**config.mk**
```make
export PLATFORM = sky130hd
export DESIGN_NAME = wcce_fifo
export DESIGN_NICKNAME = d
export VERILOG_FILES = /design/src/hw/rtl/assert_macros.svh /design/src/hw/rtl/wcce_fifo.sv
export SDC_FILE = /design/constraint.sdc
export NUM_CORES = 1
export LEC_CHECK = 0
export ABC_AREA = 0
export BUFFER_PORTS_ARGS = -buffer_cell sky130_fd_sc_hd__buf_4
export CAP_MARGIN = 20
export CORE_AREA = 4 4 41 43
export CTS_CLUSTER_SIZE = 30
export DETAILED_ROUTE_END_ITERATION = 8
export DIE_AREA = 0 0 45 47
export PLACE_DENSITY = 0.69
export SLEW_MARGIN = 30
export SYNTH_ARGS = -nofsm -noshare
export SYNTH_HDL_FRONTEND = slang
export SYNTH_SLANG_ARGS = --single-unit
```
**constraint.sdc**
```tcl
create_clock -name clock -period 2.89 [get_ports clock]
set_input_delay 0.578 -clock clock [delete_from_list [all_inputs] [get_ports clock]]
set_output_delay 0.578 -clock clock [all_outputs]
set_load 0.01 [all_outputs]
```
**src/hw/rtl/assert_macros.svh**
```systemverilog
// Assertion macros for the RTL of the clause cost evaluator; used by the core.
// Depends on nothing; include by bare file name.
`ifndef ASSERT_MACROS_SVH
`define ASSERT_MACROS_SVH

// Same-cycle implication, off while reset is high.
`define ASSERT_IMPLIES(label, clk, rst, ante, cons, msg) \
   label: assert property (@(posedge clk) disable iff (rst) (ante) |-> (cons)) \
      else $error(msg);

// Next-cycle implication, also checked while reset is high.
`define ASSERT_NEXT(label, clk, ante, cons, msg) \
   label: assert property (@(posedge clk) (ante) |=> (cons)) else $error(msg);

`endif

```
**src/hw/rtl/wcce_fifo.sv**
```systemverilog
// Small synchronous queue with a parameterized entry type.
// Depends on nothing; used for the item queue and the result queue.
`timescale 1ns / 1ps

module wcce_fifo #(
   parameter int  DEPTH      = 4,
   parameter type entry_type = logic
) (
   input  logic                         clock,
   input  logic                         reset,
   input  logic                         push,
   input  entry_type                    push_data,
   output logic                         full,
   input  logic                         pop,
   output entry_type                    pop_data,
   output logic                         empty,
   output logic [$clog2(DEPTH+1)-1:0]   count
);

   localparam int PTR_W = (DEPTH > 1) ? $clog2(DEPTH) : 1;
   localparam int CNT_W = $clog2(DEPTH + 1);

   entry_type         store_ff [DEPTH];
   logic [PTR_W-1:0]  wr_ptr_ff, wr_ptr_in;
   logic [PTR_W-1:0]  rd_ptr_ff, rd_ptr_in;
   logic [CNT_W-1:0]  count_ff, count_in;
   logic              do_push, do_pop;

   assign full  = (count_ff == CNT_W'(DEPTH));
   assign empty = (count_ff == '0);
   assign count = count_ff;

   assign do_push = push && !full;
   assign do_pop  = pop && !empty;

   assign wr_ptr_in = !do_push ? wr_ptr_ff :
                      (wr_ptr_ff == PTR_W'(DEPTH - 1)) ? '0 : wr_ptr_ff + 1'b1;
   assign rd_ptr_in = !do_pop ? rd_ptr_ff :
                      (rd_ptr_ff == PTR_W'(DEPTH - 1)) ? '0 : rd_ptr_ff + 1'b1;
   assign count_in  = count_ff + CNT_W'(do_push) - CNT_W'(do_pop);

   assign pop_data = store_ff[rd_ptr_ff];

   always_ff @(posedge clock) begin
      if (reset) begin
         wr_ptr_ff <= '0;
         rd_ptr_ff <= '0;
         count_ff  <= '0;
      end else begin
         wr_ptr_ff <= wr_ptr_in;
         rd_ptr_ff <= rd_ptr_in;
         count_ff  <= count_in;
      end
   end

   always_ff @(posedge clock) begin
      if (do_push) begin
         store_ff[wr_ptr_ff] <= push_data;
      end
   end

endmodule

```
==> flow_metrics.py, run 1 <==
metrics = {
    "outcome": {
        "status": "complete, no violations",
    },
    "floorplanning": {
        "dieWidth_um": 45,
        "fp.dieArea_mm2": 0.00212,
        "fp.coreArea_mm2": 0.00130,
        "die_h_um": 47,
        "row_count": 13,
        "io_pins": 11,
        "start_util_pct": 48.6,
    },
    "grt": {
        "grt_max_degree": 9,
        "grt_pass1_wl_mm": 1.64,
        "gr-total-overflow": 0,
        "grt_antenna_before_repair": 0,
        "groute.usage.overall_pct": 11.6,
        "first_global_vias": 386,
    },
    "synth": {
        "synth-seq-cells": 13,
        "synth-main-ff-cell": "dfxtp_1",
        "synth_nets": 69,
        "syn-instance-count": 56,
        "yosysWarnings": 0,
        "yosysUniqueCellTypes": 25,
        "postSynthAreaPerCell_um2": 11.3,
        "synth-edff-count": 4,
        "synthesis.area_um2": 632,
        "synth_seq_area_share_pct": 47.5,
        "postSynth.asyncResetShare_pct": 0,
    },
    "timing": {
        "holdWs_ns": 0.501,
        "fin_crit_sh_pct": 82.2,
        "rsz0062_at_grt": "false",
        "hold_viol_final": 0,
        "period_needed_ns": 2.38,
        "worst_slack_ns": 0.515,
        "final.setup.tns_ns": 0,
        "setup_viol": 0,
        "drv_slew": 0,
        "tightest_slew_ns": 0.516,
        "max_slew_margin_pct": 65.3,
        "skew_ns": 0.0134,
        "fmax_mhz": 421,
    },
    "route": {
        "wl_per_cell_um": 11.8,
        "drt-total-wl_um": 991,
        "num_vias": 407,
        "drcViolationCount": 0,
        "ant_nets": 0,
        "drtIter0Drc": 7,
        "viasPerCell": 4.85,
        "dr.pass1.iters": 2,
    },
    "placement": {
        "post-place-cells": 80,
        "gp_congestion": 0.732,
        "place_ws_ns": 0.514,
        "post-dp-hpwl_um": 790,
        "portBuffers": 10,
    },
    "clocking": {
        "cts_resized": 0,
        "clock_latency_ns": 0.28,
        "postCtsHoldBufs": 0,
        "clock-sinks": 13,
        "cts_tree": "built",
        "cts.clk_slew.worst_paths_ns": 0.09,
        "cts-htree-levels": 1,
        "root_buffer": "clkbuf_4",
        "cts_buffers": 3,
        "post_cts.repair.setup_buffers": 0,
        "cts_buffer_depth": 2,
    },
    "worst_setup_path": {
        "path_class": "register to register",
        "crit_fanout": 6,
        "worstPathRequired_ns": 3.10,
        "worst_setup_path_start_kind": "register",
        "worstPathArrival_ns": 2.59,
        "endpoint_kind": "register",
    },
    "power_and_ir_drop": {
        "peakVddDrop_v": 0.000454,
        "powerDensity_mw_per_mm2": 840,
        "leakagePower_nw": 0.363,
        "total_power_mw": 0.626,
    },
    "final_layout": {
        "layout-drive-gt1-share_pct": 29.0,
        "synthToLayoutAreaGrowth_pct": 18.0,
        "stdcell_count": 84,
        "num_antenna_cells": 0,
        "fillers": 120,
        "nets": 83,
    },
    "job": {
        "cap_violations": 0,
    },
    "hold_path": {
        "hold_class": "input port to register",
    },
}
[stage by stage]
step / cell area, um^2 / util [%]
detailed placement: 718 / 55.2
global route: 746 / 57.3
floorplan: 632 / -
finish: 746 / 57.3
global placement: 718 / 55.2
CTS: 746 / 57.3
[final timing paths]
kind                              from                         to  slack, ns  cells after the start
max                count[1]$_SDFF_PP0_        count[2]$_SDFF_PP0_       0.51                     10
min                          push_data      store_ff[0]$_DFFE_PP_       0.50                      1
max reg2reg        count[1]$_SDFF_PP0_        count[2]$_SDFF_PP0_       0.51                     10
min reg2reg  rd_ptr_ff[0]$_SDFFE_PP0N_  rd_ptr_ff[0]$_SDFFE_PP0N_       0.51                      2
[cells in the mapped netlist, types with 2 or more instances]
cell      count  share of area [%]
a21oi_1       2                1.6
and3_1        3                3.0
dfxtp_1       9                 29
edfxtp_1      4                 19
ha_1          7                 14
inv_1         7                4.2
nand3_1       2                1.6
nor2_1        3                1.8
nor3_1        3                2.4
[routing by layer]
metal	GRT usage [%]	wire, um	vias up
met5	0	0	-
met4	7.02	12	0
met3	4.60	43	2
met2	18.6	478	6
met1	13.0	457	183
li1	-	-	216
[critical path, stage by stage (launching register included)]
cell	delay (ns)
dfxtp_1	0.38
o31ai_1	0.50
inv_1	0.09
ha_1	0.28
inv_1	0.05
ha_1	0.13
inv_1	0.04
fa_1	0.37
xor2_1	0.16
and2_2	0.19
nor3_1	0.11
[cells by family (layout without fill, tap and decap cells)]
group / after synthesis / count (layout) / synth area share (%)
buf+inv: 9 / 22 / 6.53
flops: 13 / 13 / 47.5
compound gates: 5 / 5 / 5.94
simple gates: 18 / 18 / 16.4
xor+xnor: 1 / 1 / 1.39
fa+ha+maj: 8 / 8 / 17.0
mux: 2 / 2 / 5.15
[layout make-up]
cell class,instances,area (um^2),area share [%]
multi-input combinational,34,290,38.9
inverter,7,26.3,3.52
sequential,13,300,40.3
timing repair buffer,11,82.6,11.1
clock inverter,1,5.00,0.671
clock buffer,3,22.5,3.02
tap,15,18.8,2.52
[report_power, final]
group	switching, mW	internal [mW]
sequential	0.0376	0.232
clock	0.0610	0.0512
combinational	0.114	0.130
total	0.213	0.413
[cell usage in the layout (no fill, tap or decap), types with 2 or more instances in the layout]
cell / n
ha_1: 7
edfxtp_1: 4
nand3_1: 2
buf_4: 11
nor2_1: 3
a21oi_1: 2
and3_1: 3
inv_1: 7
nor3_1: 3
dfxtp_1: 9
clkbuf_4: 3
No activity file was read; power rests on OpenSTA's default activity.
==> run 2, diff against run 1 <==
--- a/config.mk
+++ b/config.mk
@@ -8,11 +8,11 @@
 export ABC_AREA = 0
 export BUFFER_PORTS_ARGS = -buffer_cell sky130_fd_sc_hd__buf_4
 export CAP_MARGIN = 20
-export CORE_AREA = 4 4 41 43
+export CORE_MARGIN = 4
+export CORE_UTILIZATION = 46
 export CTS_CLUSTER_SIZE = 30
 export DETAILED_ROUTE_END_ITERATION = 8
-export DIE_AREA = 0 0 45 47
-export PLACE_DENSITY = 0.69
+export PLACE_DENSITY = 0.7
 export SLEW_MARGIN = 30
 export SYNTH_ARGS = -nofsm -noshare
 export SYNTH_HDL_FRONTEND = slang
==> constraint.sdc (replaced) <==
create_clock -name clock -period 2.1 [get_ports clock]
set_input_delay 0.42 -clock clock [delete_from_list [all_inputs] [get_ports clock]]
set_output_delay 0.42 -clock clock [all_outputs]
set_load 0.01 [all_outputs]
==> flow_metrics.py, run 2 (synthesis results as in run 1) <==
metrics = {
    "outcome": {
        "status": "finished, violations left",
        "violations": "negative setup slack",
    },
    "clocking": {
        "cts_buffer_depth": 2,
        "cts_buffers": 3,
        "cts.clk_slew.worst_paths_ns": 0.09,
        "cts-htree-levels": 1,
        "cts_tree": "built",
        "postCtsHoldBufs": 0,
        "root_buffer": "clkbuf_4",
        "clock_latency_ns": 0.28,
        "clock-sinks": 13,
    },
    "worst_setup_path": {
        "worstPathRequired_ns": 2.31,
        "worst_setup_path_start_kind": "register",
        "path_class": "register to register",
        "endpoint_kind": "register",
        "rrSetupSlack_ns": -0.11,
        "rr_worst_depth": 11,
        "crit_fanout": 4,
        "worstPathArrival_ns": 2.43,
    },
    "timing": {
        "skew_ns": 0.0116,
        "period_needed_ns": 2.21,
        "rsz0062_at_grt": "true",
        "tightest_slew_ns": 0.223,
        "fin_crit_sh_pct": 105,
        "max_slew_margin_pct": 85.0,
        "final.setup.tns_ns": -0.112,
        "drv_slew": 0,
        "fmax_mhz": 452,
        "worst_slack_ns": -0.112,
        "setup_viol": 1,
        "hold_viol_final": 0,
    },
    "final_layout": {
        "seq_area_um2": 312,
        "multiInputGateArea_um2": 339,
        "fillers": 102,
        "num_antenna_cells": 0,
        "design_area_um2": 873,
        "layout_common_cells": "buf_4 (20), dfxtp_1 (6), ha_1 (5)",
        "final_common_cell": "buf_4",
        "layout-drive-gt1-share_pct": 53.8,
        "synthToLayoutAreaGrowth_pct": 38.2,
        "nets": 92,
    },
    "route": {
        "dr.pass1.iters": 2,
        "ant_nets": 0,
        "drtIter0Drc": 4,
        "drt-total-wl_mm": 1.07,
        "drcViolationCount": 0,
        "wl_per_cell_um": 11.5,
        "num_vias": 443,
        "viasPerCell": 4.76,
    },
    "hold_path": {
        "hold_class": "input port to register",
        "min_delay_path_depth": 1,
    },
    "floorplanning": {
        "row_count": 13,
        "fp.coreArea_mm2": 0.00130,
        "start_util_pct": 48.6,
        "die_h_um": 45.1,
        "io_pins": 11,
        "dieWidth_um": 45.1,
        "fp.dieArea_mm2": 0.00203,
    },
    "grt": {
        "first_global_vias": 455,
        "grt_max_degree": 9,
        "grt_pass1_wl_mm": 1.97,
        "groute.usage.overall_pct": 13.8,
        "grt_antenna_before_repair": 0,
        "gr-total-overflow": 0,
    },
    "job": {
        "cap_violations": 0,
    },
    "power_and_ir_drop": {
        "leakagePower_nw": 0.410,
        "powerDensity_mw_per_mm2": 1170,
        "total_power_mw": 1.03,
        "peakVddDrop_v": 0.000669,
    },
    "placement": {
        "gp_congestion": 0.776,
        "portBuffers": 10,
        "place_area_um2": 808,
        "post-dp-hpwl_um": 842,
    },
}
run 2: repair_timing:
item | in CTS | in global routing
endpoints found under the setup margin | 1 | 2
setup buffers | 2 | 0
pin swaps | 2 | 0
gates resized for setup | 3 | 2
run 2: where the power goes:
group | internal, mW | leakage [nW] | switching [mW] | total, mW
logic | 0.284 | 0.280 | 0.218 | 0.502
clock network | 0.0707 | 0.0177 | 0.0838 | 0.155
registers | 0.330 | 0.113 | 0.0403 | 0.370
run 2: final cells by class:
class / instances / share of cell area [%]
Inverter: 7 / 3.01
Tap cell: 15 / 2.15
Clock inverter: 1 / 0.573
Timing Repair Buffer: 20 / 17.2
Clock buffer: 3 / 2.58
Multi-Input combinational cell: 34 / 38.8
Sequential cell: 13 / 35.7
run 2: critical path, stage by stage (launching register included):
cell	delay, ns
dfxtp_4	0.37
or3b_4	0.40
and2_4	0.15
inv_2	0.06
ha_4	0.19
inv_2	0.06
ha_4	0.11
inv_2	0.03
fa_2	0.35
xor2_2	0.17
and2_4	0.14
nor3_2	0.13
run 2: stage by stage:
step | cells | hold WS (ns) | utilization, % | setup WS, ns
after floorplan | 56 | 0.463 | - | -0.173
after global placement | 87 | 0.484 | 62.1 | -0.0636
after detailed placement | 87 | 0.504 | 62.1 | -0.103
after CTS | 93 | 0.319 | 66.5 | -0.104
after global routing | 93 | 0.317 | 67.1 | -0.216
final | 93 | 0.332 | 67.1 | -0.112
run 2: per-layer routing:
layer	routed length, um	up-vias	GRT usage [%]
met5	0	-	0
met4	14	0	7.02
met3	52	4	4.78
met2	535	7	20.9
met1	469	197	17.3
li1	-	235	-
run 2: final timing paths:
path	startpoint	to
min reg2reg	rd_ptr_ff[0]$_SDFFE_PP0N_	register
max reg2reg	count[1]$_SDFF_PP0_	count[2]$_SDFF_PP0_
max	count[1]$_SDFF_PP0_	count[2]$_SDFF_PP0_
min	push_data	store_ff[3]$_DFFE_PP_
