===== config.mk =====
export PLATFORM = sky130hd
export DESIGN_NAME = wcce_front
export DESIGN_NICKNAME = d
export VERILOG_FILES = /design/src/hw/rtl/assert_macros.svh /design/src/hw/rtl/wcce_pkg.sv /design/src/hw/rtl/wcce_fifo.sv /design/src/hw/rtl/wcce_front.sv
export SDC_FILE = /design/constraint.sdc
export NUM_CORES = 1
export LEC_CHECK = 0
export BUFFER_PORTS_ARGS = -buffer_cell sky130_fd_sc_hd__buf_2
export CAP_MARGIN = 20
export CORE_ASPECT_RATIO = 1.75
export CORE_MARGIN = 2
export CORE_UTILIZATION = 40
export CTS_CLUSTER_DIAMETER = 40
export CTS_CLUSTER_SIZE = 25
export DETAILED_ROUTE_END_ITERATION = 12
export GPL_ROUTABILITY_DRIVEN = 1
export HOLD_SLACK_MARGIN = 0.1
export PLACE_DENSITY_LB_ADDON = 0.25
export SYNTH_ARGS = -nofsm -noshare
export SYNTH_HDL_FRONTEND = slang
export SYNTH_SLANG_ARGS = --single-unit

===== constraint.sdc =====
create_clock -name clock -period 4.4 [get_ports clock]
set_input_delay 0 -clock clock [delete_from_list [all_inputs] [get_ports clock]]
set_output_delay 0 -clock clock [all_outputs]
set_load 0.005 [all_outputs]

===== src/hw/rtl/assert_macros.svh =====
// Assertion macros for the RTL of the clause cost evaluator; used by the core.
// Depends on nothing; include by bare file name.
`ifndef ASSERT_MACROS_SVH
`define ASSERT_MACROS_SVH

// Same-cycle implication, off while reset is high.
`define ASSERT_IMPLIES(label, clk, rst, ante, cons, msg) \
   label: assert property (@(posedge clk) disable iff (rst) (ante) |-> (cons)) \
      else $error(msg);

// Next-cycle implication, also checked while reset is high.
`define ASSERT_NEXT(label, clk, ante, cons, msg) \
   label: assert property (@(posedge clk) (ante) |=> (cons)) else $error(msg);

`endif


===== src/hw/rtl/wcce_pkg.sv =====
// Package for the weighted clause cost evaluator: widths, codes, beat structs.
// No dependencies; imported by every module of the block except the queue.
`timescale 1ns / 1ps

package wcce_pkg;

   localparam int OP_W     = 2;
   localparam int WEIGHT_W = 48;
   localparam int LIT_W    = 18;
   localparam int MAG_W    = 18;
   localparam int NV_W     = 17;
   localparam int COST_W   = 63;
   localparam int STATUS_W = 3;
   localparam int CSR_IDX_W = 1;

   localparam int DEFAULT_MAX_VARS   = 65536;
   localparam int DEFAULT_ITEM_DEPTH = 4;
   localparam int DEFAULT_RSP_DEPTH  = 4;

   localparam logic [COST_W-1:0] COST_MAX = {COST_W{1'b1}};

   localparam logic [CSR_IDX_W-1:0] CSR_NUM_VARIABLES = 1'b0;
   localparam logic [CSR_IDX_W-1:0] CSR_HARD_WEIGHT   = 1'b1;

   typedef enum logic [OP_W-1:0] {
      OP_LOAD = 2'd0,
      OP_OPEN = 2'd1,
      OP_LIT  = 2'd2,
      OP_END  = 2'd3
   } op_type;

   typedef enum logic [STATUS_W-1:0] {
      ST_CLAUSE_DONE   = 3'd0,
      ST_FINAL_OK      = 3'd1,
      ST_HARD_VIOLATED = 3'd2,
      ST_LIT_RANGE     = 3'd3,
      ST_UNTERMINATED  = 3'd4,
      ST_FINAL_ERROR   = 3'd5
   } status_type;

   typedef struct packed {
      logic [NV_W-1:0]     num_variables;
      logic [WEIGHT_W-1:0] hard_weight;
   } cfg_type;

   typedef struct packed {
      op_type              op;
      logic [WEIGHT_W-1:0] weight;
      logic [MAG_W-1:0]    mag;
      logic [MAG_W-1:0]    quot;
      logic                negative;
      logic                lit_bad;
      logic                mag_zero;
      logic                bit_value;
   } item_type;

   typedef struct packed {
      status_type        status;
      logic              clause_satisfied;
      logic [COST_W-1:0] total_cost;
   } rsp_type;

endpackage


===== src/hw/rtl/wcce_fifo.sv =====
// Small synchronous queue with a parameterized entry type.
// Depends on nothing; used for the item queue and the result queue.
`timescale 1ns / 1ps

module wcce_fifo #(
   parameter int  DEPTH      = 4,
   parameter type entry_type = logic
) (
   input  logic                         clock,
   input  logic                         reset,
   input  logic                         push,
   input  entry_type                    push_data,
   output logic                         full,
   input  logic                         pop,
   output entry_type                    pop_data,
   output logic                         empty,
   output logic [$clog2(DEPTH+1)-1:0]   count
);

   localparam int PTR_W = (DEPTH > 1) ? $clog2(DEPTH) : 1;
   localparam int CNT_W = $clog2(DEPTH + 1);

   entry_type         store_ff [DEPTH];
   logic [PTR_W-1:0]  wr_ptr_ff, wr_ptr_in;
   logic [PTR_W-1:0]  rd_ptr_ff, rd_ptr_in;
   logic [CNT_W-1:0]  count_ff, count_in;
   logic              do_push, do_pop;

   assign full  = (count_ff == CNT_W'(DEPTH));
   assign empty = (count_ff == '0);
   assign count = count_ff;

   assign do_push = push && !full;
   assign do_pop  = pop && !empty;

   assign wr_ptr_in = !do_push ? wr_ptr_ff :
                      (wr_ptr_ff == PTR_W'(DEPTH - 1)) ? '0 : wr_ptr_ff + 1'b1;
   assign rd_ptr_in = !do_pop ? rd_ptr_ff :
                      (rd_ptr_ff == PTR_W'(DEPTH - 1)) ? '0 : rd_ptr_ff + 1'b1;
   assign count_in  = count_ff + CNT_W'(do_push) - CNT_W'(do_pop);

   assign pop_data = store_ff[rd_ptr_ff];

   always_ff @(posedge clock) begin
      if (reset) begin
         wr_ptr_ff <= '0;
         rd_ptr_ff <= '0;
         count_ff  <= '0;
      end else begin
         wr_ptr_ff <= wr_ptr_in;
         rd_ptr_ff <= rd_ptr_in;
         count_ff  <= count_in;
      end
   end

   always_ff @(posedge clock) begin
      if (do_push) begin
         store_ff[wr_ptr_ff] <= push_data;
      end
   end

endmodule


===== src/hw/rtl/wcce_front.sv =====
// Front end: accepts request beats, takes literal magnitude, range flag and
// store quotient, and queues classified items. Depends on wcce_pkg, wcce_fifo.
`timescale 1ns / 1ps

module wcce_front #(
   parameter int MAX_VARS   = wcce_pkg::DEFAULT_MAX_VARS,
   parameter int ITEM_DEPTH = wcce_pkg::DEFAULT_ITEM_DEPTH
) (
   input  logic                                clock,
   input  logic                                reset,
   input  wcce_pkg::cfg_type                   cfg,
   input  logic                                req_push,
   output logic                                req_full,
   input  logic [wcce_pkg::OP_W-1:0]           req_op,
   input  logic [wcce_pkg::WEIGHT_W-1:0]       req_weight,
   input  logic signed [wcce_pkg::LIT_W-1:0]   req_literal,
   input  logic                                req_bit_value,
   input  logic                                item_pop,
   output wcce_pkg::item_type                  item_head,
   output logic                                item_empty
);

   import wcce_pkg::*;

   localparam int AW      = $clog2(MAX_VARS);
   localparam int SHIFT   = MAG_W + AW;
   localparam longint unsigned RECIP =
      ((64'd1 << SHIFT) + 64'(MAX_VARS) - 64'd1) / 64'(MAX_VARS);
   localparam int RECIP_W = $clog2(RECIP + 1);
   localparam int PROD_W  = MAG_W + RECIP_W;

   logic [MAG_W-1:0]  raw;
   logic [MAG_W-1:0]  mag;
   logic              negative;
   logic [PROD_W-1:0] prod;
   item_type          item;

   assign raw      = $unsigned(req_literal);
   assign negative = req_literal[LIT_W-1];
   assign mag      = negative ? (~raw + 1'b1) : raw;

   // exact floor(mag / MAX_VARS) by reciprocal
   assign prod = PROD_W'(mag) * PROD_W'(RECIP);

   assign item.op        = op_type'(req_op);
   assign item.weight    = req_weight;
   assign item.mag       = mag;
   assign item.quot      = MAG_W'(prod >> SHIFT);
   assign item.negative  = negative;
   assign item.lit_bad   = (mag > {1'b0, cfg.num_variables}) ||
                           (32'(mag) > 32'(MAX_VARS));
   assign item.mag_zero  = (mag == '0);
   assign item.bit_value = req_bit_value;

   wcce_fifo #(
      .DEPTH      (ITEM_DEPTH),
      .entry_type (item_type)
   ) u_item_queue (
      .clock     (clock),
      .reset     (reset),
      .push      (req_push),
      .push_data (item),
      .full      (req_full),
      .pop       (item_pop),
      .pop_data  (item_head),
      .empty     (item_empty),
      .count     ()
   );

endmodule


==> results.json, run 1 <==
{
  "status": "complete, no violations",
  "cts_buffers": 22,
  "grt_util_all_layers_pct": 15.4,
  "drive_above_1_share_pct": 34.8,
  "synth_ff_type": "edfxtp_1",
  "hold_violations": 0,
  "port_buffers": 165,
  "drt_iter0_drc": 348,
  "synthTopCellsByArea": "edfxtp_1, mux4_2, ha_1",
  "cts_hold_buf": 73,
  "critPathRequiredTime_ns": 4.67,
  "drv_slew": 0,
  "synthCells": 614,
  "cpPeakStageDelay_ns": 0.66,
  "vdd_drop_max_uv": 244,
  "vias_per_cell": 5.13,
  "power_leakage_uw": 0.00521,
  "grt_max_degree": 73,
  "die_width_um": 136,
  "antenna_found_initial": 1,
  "clkSinkCount": 297,
  "critPathTopFamily": "compound AO/OA/AOI/OAI gates",
  "skew_ns": 0.0137,
  "postCtsSetupRepairBufs": 0,
  "p_per_area_mw_per_mm2": 483,
  "critical_path_buf_inv_count": 2,
  "cts_resized": 0,
  "drc": 0,
  "critPathSlowestCell": "or4_1",
  "final_antenna_net_count": 0,
  "synth_seq_cells": 297,
  "place_hpwl_mm": 15.4,
  "rsz0062_at_grt": "no",
  "crit_fanout": 9,
  "yosysSeqAreaShare_pct": 72.8,
  "post-route-period-util_pct": 80.3,
  "clkTransAtPathRegs_ns": 0.08,
  "yosysWarningCount": 0,
  "worstSkewPairLatency_ns": 0.53,
  "cts-root-buf": "clkbuf_16",
  "critical_path_class": "input port to register",
  "worstSetupEndpointType": "register",
  "final_core_util_pct": 49.8,
  "worst_slew_pin_slew_ns": 1.06,
  "io_pins": 230,
  "grt-ovfl-total": 0,
  "hold_path_class": "input port to register",
  "synth-edff-count": 288,
  "reg2reg_slack_ns": 1.85,
  "die_area_mm2": 0.0318,
  "synth.avg_cell_area_um2": 19.7,
  "max_slew_margin_pct": 29.4,
  "drtPass1Iterations": 4,
  "grt_pass1_wl_mm": 37.1,
  "synth_top_area_share_pct": 71.3,
  "crit_chain": "dlygate4sd3_1 -> buf_2 -> or4_1 -> or4_1 -> o21ai_0 -> xnor2_1 -> ha_1 -> a2111oi_0 -> o21ai_0 -> a21oi_1 -> a21bo_1",
  "start_util_pct": 40.5,
  "syn_to_final_growth_pct": 23.1,
  "finalWirelength_mm": 24.3,
  "worstPathArrival_ns": 3.80,
  "core_mm2": 0.0300,
  "setup_viol": 0,
  "maxCapViolCount": 0,
  "tns_ns": 0,
  "yosysMostFrequentCell": "edfxtp_1",
  "htree_levels": 1,
  "ys_types": 55,
  "clock_path_buffers": 3,
  "cts_tree": "done",
  "ys_async_sr_fraction_pct": 0,
  "vias": 6424,
  "die_y_um": 234,
  "syn-cell-area_mm2": 0.0121,
  "layout.nets": 1014,
  "critPathLaunchType": "input port",
  "synth_largest_area_cell": "edfxtp_1",
  "wl_per_cell_um": 19.4,
  "final_area_mm2": 0.0149,
  "gp_congestion": 0.820,
  "period_minus_slack_ns": 3.53,
  "std_cell_rows": 84,
  "diodes": 0,
  "grt_pass1_vias": 6921,
  "fmax_mhz": 283,
  "synth_commonest_cells": "edfxtp_1, mux4_2, inv_1",
  "dpl_cell_area_mm2": 0.0133
}
metal layers:
layer | vias to the layer above | global-route usage (%) | wire length [µm]
li1 | 2919 | - | -
met1 | 3273 | 15.4 | 8360
met2 | 181 | 31.5 | 14200
met3 | 49 | 1.97 | 993
met4 | 2 | 5.76 | 680
met5 | - | 0 | 11
sequential cells by signal (all words and copies together) (netlist names), named ones only:
name,flops
u_item_queue.wr_ptr_ff,2
u_item_queue.rd_ptr_ff,2
u_item_queue.count,3
u_item_queue.store_ff,288
through the flow:
| stage | cells | total power, µW | setup WS, ns | hold WS (ns) |
|---|---|---|---|---|
| after global placement | 1137 | 4990 | 0.858 | 0.209 |
| after global routing | 1253 | 7550 | 0.655 | 0.219 |
| after floorplan | 629 | 4460 | 1.29 | 0.0667 |
| after CTS | 1251 | 7330 | 0.908 | 0.174 |
| after detailed placement | 1138 | 5070 | 0.894 | 0.218 |
| final | 1253 | 7210 | 0.866 | 0.201 |
power by group:
part | switching, µW | leakage, µW | internal (µW) | total, µW
registers | 168 | 0.00272 | 3420 | 3590
logic | 670 | 0.00209 | 759 | 1430
clock network | 1080 | 0.000395 | 1110 | 2190
layout make-up:
class / count / area, µm²
clock buffer: 23 / 576
clock inverter: 17 / 246
fill: 2477 / 15000
inverter: 27 / 101
multi-input combinational: 257 / 3000
sequential: 297 / 8840
tap: 387 / 484
timing repair buffer: 245 / 1680
worst paths after layout:
kind,endpoint,startpoint,depth (start not counted)
hold reg to reg,register,u_item_queue.rd_ptr_ff[0]$_SDFFE_PP0P_,2
setup / recovery,u_item_queue.store_ff[2][2]$_DFFE_PP_,req_literal[11],11
setup reg to reg,u_item_queue.store_ff[2][70]$_DFFE_PP_,u_item_queue.count[1]$_SDFF_PP0_,4
hold / removal,u_item_queue.store_ff[2][7]$_DFFE_PP_,req_literal[1],3
placed cells by master (no fill, tap or decap), types with 3 or more instances in the layout:
cell type      count
or3_1              3
dfxtp_1            7
nand2b_1           4
mux4_2            72
mux2i_1            4
buf_4              3
nor3_1             5
o21ai_0           14
clkbuf_16         23
a21oi_1            6
a211o_1            3
buf_16             3
a211oi_1           6
clkinv_8           5
nand3_1            3
inv_1             27
nor2_1            17
xnor2_1           15
conb_1            16
inv_8              3
buf_2            165
edfxtp_1         288
o31ai_1            4
or4_1              3
nand4_1            6
and2_4             4
nand2_1            9
dlygate4sd3_1     73
nor2b_1            4
ha_1              25
worst min-delay path: cells and delay by family:
family | cells | cell delay, ns
AOI/OAI and AO/OA | 1 | 0.24
buffers and inverters | 2 | 0.23
cells by family (layout without fill, tap and decap cells):
group / Yosys count / in the layout / share of synthesized area [%]
buf+inv: 75 / 312 / 3.02
flops: 297 / 297 / 72.8
fa+ha+maj: 26 / 26 / 2.74
other cells: 1 / 16 / 0.0309
xor+xnor: 17 / 17 / 1.23
mux: 77 / 77 / 13.8
compound gates: 49 / 49 / 2.98
simple gates: 72 / 72 / 3.38
(Power assumes the default switching activity.)
==> inputs of run 2 (changes only) <==
- clock period: 4.4 -> 3 ns (I/O delays scaled with it)
==> run 2 against run 1 <==
  * Routed wire length up 7.3%
  * Die area is the same
  * Register-to-register slack worse by 1.2 ns
  * Final area rose by 2.0%
  * Sequential power rose by 45%
  * Combinational power is 58% higher
  * Total power increased by 47%
  * Global-route usage up 0.96 points
  * Sequential share of layout area shrank 1.2 points
  * Non-clock buffer count grew 43
  * Worst setup slack worse by 0.79 ns
  * Clock power increased by 43%
  * Critical path type unchanged
==> results.json, run 2 (synthesized netlist as in run 1, its figures left out) <==
{
  "antenna_found_initial": 1,
  "core_mm2": 0.0300,
  "wl_per_cell_um": 20.1,
  "final_cell_mix": "edfxtp_1, buf_2, mux4_2",
  "max_slew_margin_pct": 59.4,
  "htree_levels": 1,
  "hold_path_class": "input port to register",
  "port_buffers": 165,
  "grt_max_degree": 59,
  "critPathTopFamily": "compound AO/OA/AOI/OAI gates",
  "final_core_util_pct": 50.8,
  "drc": 0,
  "worstPathArrival_ns": 3.21,
  "clkSinkCount": 297,
  "critical_path_class": "input port to register",
  "drt_iter0_drc": 283,
  "post-route-period-util_pct": 97.3,
  "largest_register": "u_item_queue.store_ff",
  "drive_above_1_share_pct": 39.3,
  "grt-ovfl-total": 0,
  "die_area_mm2": 0.0318,
  "crit_chain": "dlygate4sd3_1 -> buf_2 -> or4_4 -> or4_4 -> o21ai_2 -> xnor2_1 -> ha_1 -> a2111oi_0 -> o21ai_0 -> a21oi_1 -> a21bo_1",
  "period_minus_slack_ns": 2.92,
  "worst_slew_pin_slew_ns": 0.609,
  "hold_violations": 0,
  "critPathRequiredTime_ns": 3.29,
  "grt_util_all_layers_pct": 16.4,
  "grt_pass1_wl_mm": 39.1,
  "vias": 6613,
  "syn_to_final_growth_pct": 25.5,
  "die_width_um": 136,
  "drv_slew": 0,
  "worstSetupEndpointType": "register",
  "std_cell_rows": 84,
  "cts-root-buf": "clkbuf_16",
  "critical_path_buf_inv_count": 2,
  "path_common_cell": "or4_4",
  "setup_viol": 0,
  "clock_path_buffers": 3,
  "fmax_mhz": 343,
  "rsz0062_at_grt": "no",
  "vias_per_cell": 5.09,
  "layout.nets": 1058,
  "power_leakage_uw": 0.00542,
  "io_pins": 230,
  "place_hpwl_mm": 17.6,
  "vdd_drop_max_uv": 443,
  "grt_pass1_vias": 7198,
  "power_uw": 10600,
  "worstSkewPairLatency_ns": 0.54,
  "skew_ns": 0.0174,
  "critPathLaunchType": "input port",
  "layout_commonest_cell": "edfxtp_1",
  "crit_fanout": 4,
  "p_per_area_mw_per_mm2": 695,
  "final_antenna_net_count": 0,
  "start_util_pct": 40.5,
  "cpPeakStageDelay_ns": 0.54,
  "largest_reg_flops": 288,
  "maxCapViolCount": 0,
  "status": "complete, no violations",
  "critPathSlowestCell": "or4_4",
  "clkTransAtPathRegs_ns": 0.09,
  "gp_congestion": 0.914,
  "finalWirelength_mm": 26.0,
  "cts_buffers": 23,
  "nFillCells": 2466,
  "cts_tree": "done",
  "die_y_um": 234,
  "drtPass1Iterations": 6
}
## run 2: worst min-delay path: stages
cell and delay (ns):
buf_2 0.10, buf_4 0.14, xnor2_1 0.17, buf_4 0.14
## run 2: final cells by class
class / count / area, µm² / share of cell area (%)
Multi-Input combinational cell: 257 / 3020 / 19.8
Tap cell: 387 / 484 / 3.18
Clock inverter: 18 / 218 / 1.43
Sequential cell: 297 / 8840 / 58.0
Antenna cell: 1 / 2.50 / 0.0164
Inverter: 27 / 101 / 0.666
Timing Repair Buffer: 288 / 1980 / 13.0
Clock buffer: 24 / 579 / 3.81
## run 2: layer usage
| layer | GRT usage (%) | up-vias | routed length (µm) |
|---|---|---|---|
| met5 | 0 | - | 0 |
| met1 | 17.0 | 3374 | 9010 |
| li1 | - | 3015 | - |
| met2 | 32.0 | 171 | 14900 |
| met4 | 7.75 | 0 | 1090 |
| met3 | 2.05 | 53 | 998 |
## run 2: final timing paths
check        slack, ns  cells past startpoint                                endpoint                                   start
min               0.12                      4  u_item_queue.store_ff[0][13]$_DFFE_PP_                          req_literal[7]
min reg2reg       0.55                      2                                register  u_item_queue.rd_ptr_ff[0]$_SDFFE_PP0P_
max               0.08                     11   u_item_queue.store_ff[1][2]$_DFFE_PP_                         req_literal[12]
max reg2reg       0.70                     11        u_item_queue.count[2]$_SDFF_PP0_        u_item_queue.count[2]$_SDFF_PP0_
## run 2: timing repair
action,4_1_cts,5_1_grt
resized for setup,0,4
setup endpoints to repair,0,4
hold buffers,64,0
setup buffers,0,1
hold endpoints to repair,261,0
## run 2: where the power goes
part | switching, µW | total (µW) | internal (µW)
Combinational | 1090 | 2260 | 1170
Sequential | 175 | 5190 | 5010
Clock | 1590 | 3130 | 1540
Total | 2860 | 10600 | 7730
## run 2: metrics by stage
stage          TNS, ns  hold WS, ns  worst slack [ns]  std cells  cell area, µm²
6_report             0        0.115            0.0805       1299           15200
5_1_grt              0        0.128            0.0285       1299           15200
4_1_cts              0        0.102            0.0286       1297           15200
3_5_place_dp    -0.906        0.217            -0.227       1191           13800
3_3_place_gp    -0.424        0.210            -0.106       1191           13800
2_1_floorplan        0       0.0667           0.00695        629           12200
